<file path="config.mk">
export PLATFORM = sky130hd
export DESIGN_NAME = tol_front_flat
export DESIGN_NICKNAME = d
export VERILOG_FILES = /design/src/hdl/tz_transition_offset_lookup_core_defines.svh /design/src/hdl/tol_pkg.sv /design/src/hdl/tol_ifs.sv /design/src/hdl/tol_front.sv /design/src/flat_wrapper.sv
export SDC_FILE = /design/constraint.sdc
export NUM_CORES = 1
export LEC_CHECK = 0
export ABC_AREA = 1
export BUFFER_PORTS_ARGS = -buffer_cell sky130_fd_sc_hd__buf_2
export CORE_ASPECT_RATIO = 0.75
export CORE_UTILIZATION = 45
export DETAILED_ROUTE_END_ITERATION = 8
export MAX_ROUTING_LAYER = met4
export PLACE_DENSITY = 0.73
export SKIP_LAST_GASP = 1
export SYNTH_ARGS = -nofsm -noshare
export SYNTH_HDL_FRONTEND = slang
export SYNTH_SLANG_ARGS = --single-unit
</file>
<file path="constraint.sdc">
create_clock -name clk -period 5.97 [get_ports clk]
set_clock_uncertainty 0.15 [all_clocks]
set_input_delay 1.194 -clock clk [delete_from_list [all_inputs] [get_ports clk]]
set_output_delay 1.194 -clock clk [all_outputs]
set_load 0.02 [all_outputs]
</file>
<file path="src/hdl/tz_transition_offset_lookup_core_defines.svh">
// Assertion helpers of the lookup core engine.
`ifndef TZ_TRANSITION_OFFSET_LOOKUP_CORE_DEFINES_SVH
`define TZ_TRANSITION_OFFSET_LOOKUP_CORE_DEFINES_SVH

// Checked on every rising edge outside of reset.
`define TOL_ASSERT(lbl, clk, rst_n, prop, msg) \
  lbl: assert property (@(posedge clk) disable iff (!rst_n) prop) else $error(msg);

// Checked on every rising edge, reset included.
`define TOL_ASSERT_ALWAYS(lbl, clk, prop, msg) \
  lbl: assert property (@(posedge clk) prop) else $error(msg);

`endif

</file>
<file path="src/hdl/tol_pkg.sv">
`timescale 1ns / 1ps
// ----------------------------------------------------------------------------
// tol_pkg
// Types, codes and helpers of the time-zone transition lookup core.
// ----------------------------------------------------------------------------
package tol_pkg;

  localparam int DefMaxTransitions = 256;
  localparam int DefMaxTypes       = 256;

  localparam int TimeW = 64;
  localparam int OffW  = 18;
  localparam int AbbW  = 8;
  localparam int TyW   = 8;
  localparam int OpW   = 3;
  localparam int StW   = 2;

  typedef enum logic [OpW-1:0] {
    OP_CLEAR   = 3'd0,
    OP_WR_TYPE = 3'd1,
    OP_APPEND  = 3'd2,
    OP_UTC_Q   = 3'd3,
    OP_LOC_Q   = 3'd4
  } opcode_t;

  typedef enum logic [2:0] {
    K_NOP, K_CLEAR, K_WR_TYPE, K_APPEND, K_UTC_Q, K_LOC_Q
  } kind_t;

  typedef enum logic [StW-1:0] {
    ST_OK       = 2'd0,
    ST_BAD_TYPE = 2'd1,
    ST_FULL     = 2'd2,
    ST_NO_TYPES = 2'd3
  } status_t;

  typedef enum logic [3:0] {
    S_IDLE, S_APP, S_FIRST, S_SRCH, S_SRCH_CMP, S_PICK, S_LOC_I, S_LOC_J,
    S_LOC_OFF1, S_LOC_JM1, S_LOC_OFF2, S_TYPE_RD, S_TYPE_WAIT
  } state_t;

  typedef struct packed {
    kind_t                    kind;
    logic [TyW-1:0]           type_index;
    logic signed [OffW-1:0]   offset_seconds;
    logic                     dst_flag;
    logic [AbbW-1:0]          abbrev_index;
    logic signed [TimeW-1:0]  time_value;
    logic                     after_transition;
  } cmd_t;

  typedef struct packed {
    logic signed [OffW-1:0] offset;
    logic                   dst;
    logic [AbbW-1:0]        abbrev;
  } type_ent_t;

  typedef struct packed {
    logic signed [TimeW-1:0] utc;
    logic signed [TimeW-1:0] loc;
    logic [TyW-1:0]          ty;
  } trans_ent_t;

  // Queue handshake between the front and the engine.
  typedef struct packed {
    logic valid;
    cmd_t cmd;
  } q_head_t;

  function automatic logic signed [TimeW-1:0] off_ext(input logic signed [OffW-1:0] o);
    return TimeW'(o);
  endfunction

endpackage

</file>
<file path="src/hdl/tol_ifs.sv">
`timescale 1ns / 1ps
// ----------------------------------------------------------------------------
// tol_in_if / tol_out_if
// Valid/ready channels of the lookup core.
// ----------------------------------------------------------------------------
interface tol_in_if import tol_pkg::*; ();
  logic                    valid;
  logic                    ready;
  logic [OpW-1:0]          opcode;
  logic [TyW-1:0]          type_index;
  logic signed [OffW-1:0]  offset_seconds;
  logic                    dst_flag;
  logic [AbbW-1:0]         abbrev_index;
  logic signed [TimeW-1:0] time_value;
  logic                    after_transition;

  modport source (output valid, opcode, type_index, offset_seconds, dst_flag,
                  abbrev_index, time_value, after_transition, input ready);
  modport sink (input valid, opcode, type_index, offset_seconds, dst_flag,
                abbrev_index, time_value, after_transition, output ready);
endinterface


</file>
<file path="src/hdl/tol_front.sv">
`timescale 1ns / 1ps
// ----------------------------------------------------------------------------
// tol_front
// Accepts input beats, decodes the opcode and holds them in a two-entry queue.
// ----------------------------------------------------------------------------
module tol_front import tol_pkg::*; (
  input  logic       clk,
  input  logic       rst_n,
  tol_in_if.sink     in_ch,
  output q_head_t    q_head,
  input  logic       q_pop
);

  cmd_t        q_mem_r [2];
  logic        wr_ptr_r, rd_ptr_r;
  logic [1:0]  cnt_r;
  logic        push;
  kind_t       kind;
  cmd_t        cmd_in;

  assign in_ch.ready = (cnt_r != 2'd2);
  assign push = in_ch.valid && in_ch.ready;

  always_comb begin
    case (in_ch.opcode)
      OP_CLEAR:   kind = K_CLEAR;
      OP_WR_TYPE: kind = K_WR_TYPE;
      OP_APPEND:  kind = K_APPEND;
      OP_UTC_Q:   kind = K_UTC_Q;
      OP_LOC_Q:   kind = K_LOC_Q;
      default:    kind = K_NOP;
    endcase
    cmd_in.kind             = kind;
    cmd_in.type_index       = in_ch.type_index;
    cmd_in.offset_seconds   = in_ch.offset_seconds;
    cmd_in.dst_flag         = in_ch.dst_flag;
    cmd_in.abbrev_index     = in_ch.abbrev_index;
    cmd_in.time_value       = in_ch.time_value;
    cmd_in.after_transition = in_ch.after_transition;
  end

  assign q_head.valid = (cnt_r != 2'd0);
  assign q_head.cmd   = q_mem_r[rd_ptr_r];

  always_ff @(posedge clk) begin
    if (push) begin
      q_mem_r[wr_ptr_r] <= cmd_in;
    end
  end

  always_ff @(posedge clk) begin
    if (!rst_n) begin
      wr_ptr_r <= 1'b0;
      rd_ptr_r <= 1'b0;
      cnt_r    <= 2'd0;
    end else begin
      if (push) wr_ptr_r <= ~wr_ptr_r;
      if (q_pop) rd_ptr_r <= ~rd_ptr_r;
      cnt_r <= cnt_r + 2'(push) - 2'(q_pop);
    end
  end

endmodule

</file>
<file path="src/flat_wrapper.sv">
// flat-port wrapper written by rule: the top's interface ports become plain ports
module tol_front_flat import tol_pkg::*;
  (clk, rst_n, q_head, q_pop, in_ch_valid, in_ch_opcode, in_ch_type_index, in_ch_offset_seconds, in_ch_dst_flag, in_ch_abbrev_index, in_ch_time_value, in_ch_after_transition, in_ch_ready);
  tol_in_if in_ch_i ();
  input  logic clk;
  input  logic rst_n;
  output q_head_t q_head;
  input  logic q_pop;
  input wire logic [$bits(in_ch_i.valid)-1:0] in_ch_valid;
  input wire logic [$bits(in_ch_i.opcode)-1:0] in_ch_opcode;
  input wire logic [$bits(in_ch_i.type_index)-1:0] in_ch_type_index;
  input wire logic [$bits(in_ch_i.offset_seconds)-1:0] in_ch_offset_seconds;
  input wire logic [$bits(in_ch_i.dst_flag)-1:0] in_ch_dst_flag;
  input wire logic [$bits(in_ch_i.abbrev_index)-1:0] in_ch_abbrev_index;
  input wire logic [$bits(in_ch_i.time_value)-1:0] in_ch_time_value;
  input wire logic [$bits(in_ch_i.after_transition)-1:0] in_ch_after_transition;
  output wire logic [$bits(in_ch_i.ready)-1:0] in_ch_ready;
  assign in_ch_i.valid = in_ch_valid;
  assign in_ch_i.opcode = in_ch_opcode;
  assign in_ch_i.type_index = in_ch_type_index;
  assign in_ch_i.offset_seconds = in_ch_offset_seconds;
  assign in_ch_i.dst_flag = in_ch_dst_flag;
  assign in_ch_i.abbrev_index = in_ch_abbrev_index;
  assign in_ch_i.time_value = in_ch_time_value;
  assign in_ch_i.after_transition = in_ch_after_transition;
  assign in_ch_ready = in_ch_i.ready;
  tol_front u_core (.clk(clk), .rst_n(rst_n), .in_ch(in_ch_i), .q_head(q_head), .q_pop(q_pop));
endmodule
</file>
==> summary.md, run 1 <==
| Metric | Value |
|---|---|
| Initial antenna violation count | `3` |
| Core area | `0.0168 sq mm` |
| Switching Share | `0.237` |
| Skew-Pair Late Insertion Delay | `around 0.48 ns` |
| CTS tree | `done` |
| Largest net degree at the start of global routing | `65` |
| Vias | `between 3000 and 4000` |
| YS warnings | `0` |
| Drt first pass iters | `4` |
| Synth-to-layout area growth | `25.5%` |
| Grt met1 use | `0.203` |
| Hold Path Class | `flip-flop to flip-flop` |
| Clock Path Buffers | `3` |
| Max Cap Violations | `0` |
| Startpoint Class | `flip-flop` |
| Layout net count | `696` |
| DIE WIDTH | `roughly 150 microns` |
| Combinational share of power | `0.135` |
| Detail Placement HPWL | `between 9000 and 10000 microns` |
| Routing usage on met2 | `0.269` |
| Outcome | `complete, no violations` |
| Routed WL | `approximately 14000 microns` |
| Final period utilization | `0.660` |
| Share of the yosys chip area belonging to registers | `0.815` |
| Crit. End Element | `output port` |
| Area contributors post-synth | `edfxtp_1 (80%), mux2_2 (15%), dfxtp_1 (1.3%), buf_6 (1.0%), nand2_1 (0.49%)` |
| Crit Path Max Fanout | `64` |
| Internal Power | `around 2800 uW` |
| Power density over the cells | `roughly 380 mW/mm^2` |
| CTS Root Cell | `clkbuf_16` |
| Initial Util | `0.460` |
| Slew @ Worst Pin | `0.843 ns` |
| Clock transition at path regs | `0.06 ns` |
| Layout filler cell count | `around 1300` |
| Die extent in y | `115 microns` |
| Cell row count | `just over 40` |
| Most frequent cells in the layout | `buf_2 (211), edfxtp_1 (206), mux2_2 (103)` |
| Average cell area after synthesis | `between 20 and 25 sq um` |
| GP Congestion | `approximately 0.79` |
| Antenna Nets Post-Route | `0` |
| Vias in the first global route | `about 4200` |
| Vias per cell | `a little under 5` |
| Clock power share | `0.362` |
| Post-CTS setup buffer count | `0` |
| WP data required | `4.63 ns` |
| CP max-delay cell | `dfxtp_4` |
| Final number of max-transition violations | `0` |
| Slew HR | `0.438` |
| Setup TNS | `0 ns` |
| # hold bufs at CTS | `0` |
| Worst EP arrival | `roughly 2.6 ns` |
| Final setup fails | `0` |
| WS Path Type | `flip-flop to output port` |
| Area after DPL | `roughly 0.0090 sq mm` |
| Yosys top cell area share | `0.802` |
| Synth area leader | `edfxtp_1` |
| H-tree lvl count | `1` |
| CP max stage delay | `~0.90 ns` |
| Gr busiest metal | `met2` |
| Synthesized net count | `469` |
| Switching power | `about 870 uW` |
| Flop pwr share | `0.503` |
| Num CTS Buffers | `21` |
| Crit-path cells | `buf_4 -> mux2_2 -> buf_2` |
| Die footprint | `~0.018 sq mm` |
| Final min period | `approximately 4 ns` |
| Util after Layout | `0.577` |
| Clk sinks | `211` |
| Peak VDD IR | `between 0.2 and 0.25 mV` |
| Leakage | `around 0.0036 uW` |
| Drt first-iter violations | `156` |
| Tot GR Track Use | `0.165` |
| Post-CTS sizing | `0` |
| Cell Area, Synth | `0.00771 sq mm` |
| Final instance area | `between 0.009 and 0.01 sq mm` |
| Fmax | `about 250 MHz` |
| Unrepaired setup endpoints after global routing | `no` |
| PortBufs | `around 210` |
| WL/cell | `17.5 microns` |
| Synth unique cells | `14` |
| Leading cell type in the layout, fill and taps excluded | `buf_2` |
| Gr ovfl total | `0` |
| IO Pins | `around 210` |
| First-pass GRT wire length | `between 20000 and 25000 microns` |
| Fraction of layout cells with a size suffix above 1 | `0.588` |
| Gate count of the mapped netlist | `360` |
| Synthesis-stage register bit count | `about 210` |
| DRC violations left | `0` |
| Met3 GRT Util | `0.0437` |
| Final hold violations | `0` |
## kinds of logic (layout without fill, tap and decap cells)
logic type	count (synthesis)	count (layout)	share of synthesized area
mux	103	103	0.150
other cells	0	4	0
buf+inv	19	258	0.0170
compound gates	5	5	0.00325
flops	211	211	0.815
fa+ha+maj	2	2	0.00325
simple gates	20	20	0.0107
## worst max-delay path, delay by kind of cell, from the launching register on
| family | cells | cell delay, ns |
|---|---|---|
| flip-flops | 1 | 0.90 |
| buffers and inverters | 2 | 0.76 |
| multiplexers | 1 | 0.43 |
## cell usage after synthesis
cell type,number
ha_1,2
buf_4,1
nand3_1,2
nand2_1,10
nor2_1,6
buf_2,3
dfxtp_1,5
inv_1,8
buf_6,7
and2_1,1
a21oi_1,5
mux2_2,103
or2_2,1
edfxtp_1,206
## state kept, by name, indices dropped and copies added, names as in the netlist, named ones only
| register | count |
|---|---|
| u_core.rd_ptr_r | 1 |
| u_core.q_mem_r | 206 |
| u_core.cnt_r | 2 |
| u_core.wr_ptr_r | 1 |
## power by group through the flow
stage	combinational, uW	clock (uW)	sequential, uW
floorplan	331	0	1860
global placement	482	0	1860
detailed placement	499	0	1870
CTS	501	1360	1840
global route	531	1410	1850
finish	494	1330	1840
## worst paths after layout
path                                     start                              to  slack [ns]  cells after the start
setup reg to reg    u_core.cnt_r[0]$_SDFF_PN0_  u_core.q_mem_r[1][0]$_DFFE_PP_        3.50                      5
hold reg to reg   u_core.rd_ptr_r$_SDFFE_PN0P_    u_core.rd_ptr_r$_SDFFE_PN0P_        0.36                      2
hold / removal    u_core.rd_ptr_r$_SDFFE_PN0P_    u_core.rd_ptr_r$_SDFFE_PN0P_        0.36                      2
setup / recovery                     flip-flop                      q_head[71]        2.03                      3
## area by class of cell
class,count,area (sq um),share of cell area
diodes,4,10.0,0.00103
flip-flops and latches,211,6290,0.650
repair buffers,215,1090,0.112
well taps,215,269,0.0278
clock inverters,12,159,0.0164
clock buffers,23,533,0.0551
multi-input cells,130,1300,0.134
inverters,8,32.5,0.00336
## per-stage QoR
step	instances	power [uW]	hold slack, ns	setup WS, ns
2_1_floorplan	360	2190	0.313	1.44
3_3_place_gp	779	2350	0.332	2.58
4_1_cts	814	3700	0.359	1.98
5_1_grt	817	3790	0.417	1.88
6_report	818	3660	0.360	2.03
3_5_place_dp	779	2370	0.332	2.50
## per-layer routing
metal / up-vias / wire, microns / share of wire
met2: 168 / 6730 / 0.47
li1: 1870 / - / -
met1: 1937 / 6180 / 0.43
met4: 0 / 308 / 0.021
met5: - / 0 / 0
met3: 21 / 1130 / 0.078
(Power assumes the default switching activity.)
==> inputs of run 2 (changes only) <==
ABC_AREA = 0   (was 1)
PLACE_DENSITY = 0.7   (was 0.73)
clock period = 3.9 ns   (was 5.97 ns; I/O delays follow)
==> run 2 against run 1 <==
Effect of this change:
- non-clock buffer count up 1
- clock power up 47%
- register-to-register slack worse by 1.6 ns
- critical path depth unchanged
- total power up 59%
- final cell count down 0.86%
- sequential share of layout area down 0.084 points
- sequential power up 57%
- combinational power up 94%
- routed wire length down 1.5%
- via count down 0.43%
- first-iteration DRC count up 45%
- critical path type unchanged
- largest cell class unchanged
- largest power group unchanged
- highest routed layer unchanged
==> summary.md, run 2 <==
| Metric | Value |
|---|---|
| Crit. End Element | `output port (unchanged)` |
| Outcome | `complete, no violations (unchanged)` |
| Power density over the cells | `599 mW/mm^2 (was 378 mW/mm^2)` |
| Clock transition at path regs | `0.07 ns (was 0.06 ns)` |
| WP data required | `2.97 ns (was 4.63 ns)` |
| Synthesis-stage register bit count | `211 (unchanged)` |
| Drt first pass iters | `4 (unchanged)` |
| Crit Path Max Fanout | `58 (was 64)` |
| Leakage | `0.00361 uW (was 0.00365 uW)` |
| Post-CTS setup buffer count | `0 (unchanged)` |
| Area contributors post-synth | `edfxtp_1 (80%), mux2_2 (15%), dfxtp_1 (1.3%), buf_6 (1.0%), ha_1 (0.32%) (was edfxtp_1 (80%), mux2_2 (15%), dfxtp_1 (1.3%), buf_6 (1.0%), nand2_1 (0.49%))` |
| Final setup fails | `0 (unchanged)` |
| Largest net degree at the start of global routing | `59 (was 65)` |
| Leading cell type in the layout, fill and taps excluded | `buf_2 (unchanged)` |
| Gr ovfl total | `0 (unchanged)` |
| GP Congestion | `0.781 (was 0.787)` |
| Core area | `0.0168 sq mm (unchanged)` |
| Fraction of layout cells with a size suffix above 1 | `0.593 (was 0.588)` |
| Gate count of the mapped netlist | `353 (was 360)` |
| Detail Placement HPWL | `9270 microns (was 9310 microns)` |
| Vias in the first global route | `4138 (was 4185)` |
| CTS Root Cell | `clkbuf_16 (unchanged)` |
| Die footprint | `0.0177 sq mm (about the same)` |
| Slew HR | `0.503 (was 0.438)` |
| Max reg flops | `206 (unchanged)` |
| Die extent in y | `115 microns (about the same)` |
| Most frequent cells after synthesis | `edfxtp_1 (206), mux2_2 (103), buf_6 (7) (was edfxtp_1 (206), mux2_2 (103), nand2_1 (10))` |
| Routed WL | `14100 microns (was 14300 microns)` |
| First-pass GRT wire length | `21600 microns (about the same)` |
| Share of the yosys chip area belonging to registers | `0.815 (about the same)` |
| WP buf/inv | `2 (unchanged)` |
| Hold Path Class | `input pin to flip-flop (was flip-flop to flip-flop)` |
| IO Pins | `212 (unchanged)` |
| WS Path Type | `flip-flop to output port (unchanged)` |
| Fmax | `~320 MHz` |
| CTS tree | `done (unchanged)` |
| Combinational share of power | `0.165 (was 0.135)` |
| CP max-delay cell | `dfxtp_4 (unchanged)` |
| Startpoint Class | `flip-flop (unchanged)` |
| Final hold violations | `0 (unchanged)` |
| Slew @ Worst Pin | `0.746 ns (was 0.843 ns)` |
| Switching Share | `0.251 (was 0.237)` |
| Clock power share | `0.337 (was 0.362)` |
| H-tree lvl count | `1 (unchanged)` |
| Top_reg_cell synth | `edfxtp_1 (unchanged)` |
| Area after DPL | `0.00901 sq mm (was 0.00898 sq mm)` |
| Synth-to-layout area growth | `25.7% (was 25.5%)` |
| Cell Area, Synth | `0.00771 sq mm (about the same)` |
| Internal Power | `4340 uW (was 2790 uW)` |
| Final period utilization | `0.807` |
| Setup TNS | `0 ns (unchanged)` |
| Vias per cell | `4.91 (was 4.89)` |
| Top delay family on crit path | `flip-flops (unchanged)` |
| Count leader, synth | `edfxtp_1 (unchanged)` |
| Flop pwr share | `0.498 (was 0.503)` |
| Peak VDD IR | `0.325 mV (was 0.237 mV)` |
| Drt first-iter violations | `226 (was 156)` |
| CP max stage delay | `0.76 ns (was 0.90 ns)` |
| DRC violations left | `0 (unchanged)` |
| Biggest regs | `u_core.q_mem_r x206, u_core.cnt_r x2 (unchanged)` |
| Most frequent cells in the layout | `buf_2 (211), edfxtp_1 (206), mux2_2 (103) (unchanged)` |
| Synth area leader | `edfxtp_1 (unchanged)` |
| Initial antenna violation count | `1 (was 3)` |
| Clock Path Buffers | `3 (unchanged)` |
| Asr flop ratio synth | `0 (unchanged)` |
| Num CTS Buffers | `21 (unchanged)` |
| Worst EP arrival | `2.22 ns (was 2.59 ns)` |
| Final instance area | `0.00969 sq mm (was 0.00968 sq mm)` |
| Layout filler cell count | `1277 (was 1272)` |
| Average cell area after synthesis | `21.8 sq um (was 21.4 sq um)` |
| Cell row count | `41 (unchanged)` |
| Top reg by flops | `u_core.q_mem_r (unchanged)` |
| PortBufs | `211 (unchanged)` |
| Final number of max-transition violations | `0 (unchanged)` |
| # hold bufs at CTS | `0 (unchanged)` |
| Synthesized net count | `462 (was 469)` |
| Max Cap Violations | `0 (unchanged)` |
| Final min period | `between 3 and 4 ns` |
| Util after Layout | `0.578 (was 0.577)` |
| WL/cell | `17.4 microns (was 17.5 microns)` |
| Tot GR Track Use | `0.164 (was 0.165)` |
| Vias | `3979 (was 3996)` |
| DIE WIDTH | `153 microns (about the same)` |
| Skew-Pair Late Insertion Delay | `0.48 ns (about the same)` |
| Unrepaired setup endpoints after global routing | `no (unchanged)` |
| Number of synthesized flops with an enable pin | `206 (unchanged)` |
| Initial Util | `0.460 (about the same)` |
| Synth unique cells | `21 (was 14)` |
| Post-CTS sizing | `0 (unchanged)` |
| Clk sinks | `211 (unchanged)` |
| Crit-path cells | `buf_12 -> mux2_2 -> buf_2 (was buf_4 -> mux2_2 -> buf_2)` |
| Yosys top cell area share | `0.802 (about the same)` |
| YS warnings | `0 (unchanged)` |
| Antenna Nets Post-Route | `0 (unchanged)` |
| Layout net count | `690 (was 696)` |
| Switching power | `1460 uW (was 866 uW)` |
==> run 2: layout make-up <==
| cell class | count | area [sq um] | share of cell area |
|---|---|---|---|
| clock inverters | 7 | 95.1 | 0.00981 |
| diodes | 1 | 2.50 | 0.000258 |
| multi-input cells | 128 | 1330 | 0.137 |
| well taps | 215 | 269 | 0.0278 |
| repair buffers | 216 | 1120 | 0.115 |
| flip-flops and latches | 211 | 6290 | 0.649 |
| inverters | 3 | 11.3 | 0.00116 |
| clock buffers | 30 | 579 | 0.0598 |
==> run 2: logic make-up (layout without fill, tap and decap cells) <==
group,Yosys count,after routing,synth area share
DFF,211,211,0.815
other,0,1,0
adders and majority gates,2,2,0.00324
xor gates and xnor gates,3,3,0.00341
buffers and inverters,14,256,0.0146
AOI/OAI and AO/OA,3,3,0.00195
and+or+nand+nor,17,17,0.0114
muxes,103,103,0.150
==> run 2: metrics by stage <==
stage | total power, uW | hold WS, ns | instances | setup slack (ns)
final | 5800 | 0.330 | 811 | 0.753
after global routing | 6030 | 0.316 | 811 | 0.648
after CTS | 5880 | 0.306 | 810 | 0.704
after detailed placement | 3910 | 0.365 | 773 | 1.22
after global placement | 3870 | 0.345 | 773 | 1.25
after floorplan | 3560 | 0.330 | 353 | 0.0623
==> run 2: power groups by stage <==
| stage | clock, uW | combinational [uW] | sequential (uW) |
|---|---|---|---|
| floorplan | 0 | 646 | 2920 |
| global placement | 0 | 948 | 2930 |
| detailed placement | 0 | 966 | 2940 |
| CTS | 2010 | 972 | 2890 |
| global route | 2090 | 1030 | 2920 |
| finish | 1960 | 956 | 2890 |
==> run 2: path summary, 6_finish.rpt <==
kind | start | endpoint | slack (ns) | cells past startpoint
max | flip-flop | q_head[73] | 0.75 | 3
min | in_ch_time_value[45] | u_core.q_mem_r[0][46]$_DFFE_PP_ | 0.33 | 1
max reg2reg | u_core.cnt_r[0]$_SDFF_PN0_ | u_core.q_mem_r[0][69]$_DFFE_PP_ | 1.89 | 4
min reg2reg | u_core.wr_ptr_r$_SDFFE_PN0P_ | u_core.wr_ptr_r$_SDFFE_PN0P_ | 0.38 | 2
==> run 2: layer usage <==
layer,global-route usage,vias to the layer above,share of wire
li1,-,1847,-
met1,0.209,1951,0.43
met2,0.263,160,0.47
met3,0.0396,21,0.074
met4,0.0444,0,0.022
met5,-,-,0
==> inputs of run 3 (changes only) <==
ABC_AREA = 1   (was 0)
PLACE_DENSITY = 0.73   (was 0.7)
clock period = 2.8 ns   (was 3.9 ns; I/O delays follow)
==> run 3 against run 2 <==
Effect of this change:
- die area about the same
- final area up 1.7%
- sequential share of layout area fell by 1.1 points
- count of clock-buffer cells in the layout up 5
- sequential cell count is the same
- sequential power grew 35%
- global-route usage increased by 0.15 points
==> summary.md, run 3 (same netlist as run 1, synthesis figures left out) <==
| Metric | Value |
|---|---|
| Outcome | `complete, no violations (unchanged)` |
| Crit Path Max Fanout | `103 (was 58)` |
| Fraction of layout cells with a size suffix above 1 | `0.593 (about the same)` |
| WP data required | `2.09 ns (was 2.97 ns)` |
| Worst R2R End | `u_core.q_mem_r[1][6]$_DFFE_PP_ (was u_core.q_mem_r[0][69]$_DFFE_PP_)` |
| Layout filler cell count | `1280 (was 1277)` |
| Leading cell type in the layout, fill and taps excluded | `buf_2 (unchanged)` |
| # hold bufs at CTS | `0 (unchanged)` |
| Initial Util | `0.460 (about the same)` |
| H-tree lvl count | `1 (unchanged)` |
| Cell row count | `41 (unchanged)` |
| Tot GR Track Use | `0.165 (was 0.164)` |
| Clk sinks | `211 (unchanged)` |
| Max Cap Violations | `0 (unchanged)` |
| Synth-to-layout area growth | `27.8% (was 25.7%)` |
| Routed WL | `14500 microns (was 14100 microns)` |
| Core area | `0.0168 sq mm (unchanged)` |
| Final number of max-transition violations | `0 (unchanged)` |
| Hold slack final | `0.104 ns (was 0.330 ns)` |
| Worst EP arrival | `1.95 ns (was 2.22 ns)` |
| Leakage | `0.00372 uW (was 0.00361 uW)` |
| Final instance area | `0.00986 sq mm (was 0.00969 sq mm)` |
| WS Path Type | `flip-flop to output port (unchanged)` |
| Slew @ Worst Pin | `0.661 ns (was 0.746 ns)` |
| Final min period | `2.66 ns` |
| Fmax | `roughly 380 MHz` |
| Post-CTS setup buffer count | `0 (unchanged)` |
| Startpoint Class | `flip-flop (unchanged)` |
| Crit. End Element | `output port (unchanged)` |
| Clock Path Buffers | `3 (unchanged)` |
| Vias per cell | `4.88 (was 4.91)` |
| Die footprint | `0.0177 sq mm (about the same)` |
| Area after DPL | `0.00913 sq mm (was 0.00901 sq mm)` |
| Gr ovfl total | `0 (unchanged)` |
| Biggest regs | `u_core.q_mem_r x206, u_core.cnt_r x2 (unchanged)` |
| Worst flop-to-flop path startpoint | `u_core.cnt_r[0]$_SDFF_PN0_ (unchanged)` |
| CP max-delay cell | `mux2_2 (was dfxtp_4)` |
| Clock transition at path regs | `0.06 ns (was 0.07 ns)` |
| Hold Path Class | `input pin to flip-flop (unchanged)` |
| R2r setup slk | `0.87 ns (was 1.89 ns)` |
| CTS Root Cell | `clkbuf_16 (unchanged)` |
| Power density over the cells | `801 mW/mm^2 (was 599 mW/mm^2)` |
| Die extent in y | `115 microns (about the same)` |
| Most frequent cells in the layout | `buf_2 (211), edfxtp_1 (206), mux2_2 (103) (unchanged)` |
| Antenna Nets Post-Route | `0 (unchanged)` |
| Peak VDD IR | `0.487 mV (was 0.325 mV)` |
| Detail Placement HPWL | `9530 microns (was 9270 microns)` |
| Unrepaired setup endpoints after global routing | `no (unchanged)` |
| WP buf/inv | `2 (unchanged)` |
| GP Congestion | `0.763 (was 0.781)` |
| Post-CTS sizing | `0 (unchanged)` |
| Setup TNS | `0 ns (unchanged)` |
| Largest net degree at the start of global routing | `104 (was 59)` |
| Vias | `4024 (was 3979)` |
| Final hold violations | `0 (unchanged)` |
| DIE WIDTH | `153 microns (about the same)` |
| DRC violations left | `0 (unchanged)` |
| Vias in the first global route | `4156 (was 4138)` |
| IO Pins | `212 (unchanged)` |
| Drt first pass iters | `4 (unchanged)` |
| WL/cell | `17.6 microns (was 17.4 microns)` |
| CP max stage delay | `0.42 ns (was 0.76 ns)` |
| Final setup fails | `0 (unchanged)` |
| CTS tree | `done (unchanged)` |
| Initial antenna violation count | `1 (unchanged)` |
| Hold path depth | `1 (unchanged)` |
| Hold_sp | `in_ch_time_value[15] (was in_ch_time_value[45])` |
| Max reg flops | `206 (unchanged)` |
| Final period utilization | `0.950` |
| Layout net count | `704 (was 690)` |
| Reg2reg path depth | `5 (was 4)` |
| First-pass GRT wire length | `21800 microns (was 21600 microns)` |
| Top delay family on crit path | `buffers and inverters (was flip-flops)` |
| Drt first-iter violations | `178 (was 226)` |
| Slew HR | `0.558 (was 0.503)` |
| PortBufs | `211 (unchanged)` |
| Hold endpoint | `u_core.q_mem_r[1][16]$_DFFE_PP_ (was u_core.q_mem_r[0][46]$_DFFE_PP_)` |
| Top reg by flops | `u_core.q_mem_r (unchanged)` |
| Num CTS Buffers | `22 (was 21)` |
| Crit-path cells | `buf_12 -> mux2_2 -> buf_2 (unchanged)` |
| Skew-Pair Late Insertion Delay | `0.49 ns (was 0.48 ns)` |
## run 3: changes by cell type in the layout (fill, tap and decap cells not counted), moves of 3 or more
cell        change
buf_12          +6
nand2_1         +6
a21oi_1         +4
clkbuf_8        +4
inv_1           +4
clkinvlp_4      -3
## run 3: cell type report
| type | count | area [sq um] | share of cell area |
|---|---|---|---|
| well taps | 215 | 269 | 0.0273 |
| flip-flops and latches | 211 | 6290 | 0.638 |
| multi-input cells | 130 | 1300 | 0.132 |
| repair buffers | 222 | 1240 | 0.126 |
| clock inverters | 3 | 38.8 | 0.00394 |
| inverters | 8 | 33.8 | 0.00343 |
| diodes | 1 | 2.50 | 0.000254 |
| clock buffers | 35 | 681 | 0.0691 |
## run 3: worst max path at each step
stage          cells past startpoint  slack, ns                         endpoint
3_5_place_dp                       4       0.66  u_core.q_mem_r[1][15]$_DFFE_PP_
2_1_floorplan                      2       0.03   u_core.q_mem_r[0][0]$_DFFE_PP_
5_1_grt                            3       0.09                       q_head[58]
3_3_place_gp                       3       0.67                      q_head[100]
6_report                           3       0.14                       q_head[48]
4_1_cts                            3       0.14                      q_head[100]
## run 3: per-layer routing
layer	vias up	track usage	share of wire
met5	-	-	0
met4	0	0.0370	0.016
met3	19	0.0422	0.071
met2	165	0.262	0.47
met1	1954	0.215	0.44
li1	1886	-	-
## run 3: metrics by stage
step	utilization	std cells	power, uW	worst slack, ns
floorplan	-	360	4660	0.0315
global placement	0.544	786	5090	0.672
detailed placement	0.544	786	5140	0.658
CTS	0.587	824	8000	0.141
global route	0.588	825	8190	0.0892
finish	0.588	825	7900	0.140
## run 3: power by group
| part | internal (uW) | leakage, uW | switching [uW] |
|---|---|---|---|
| combinational | 457 | 0.00141 | 710 |
| sequential | 3820 | 0.00196 | 65.6 |
| clock | 1750 | 0.000353 | 1090 |
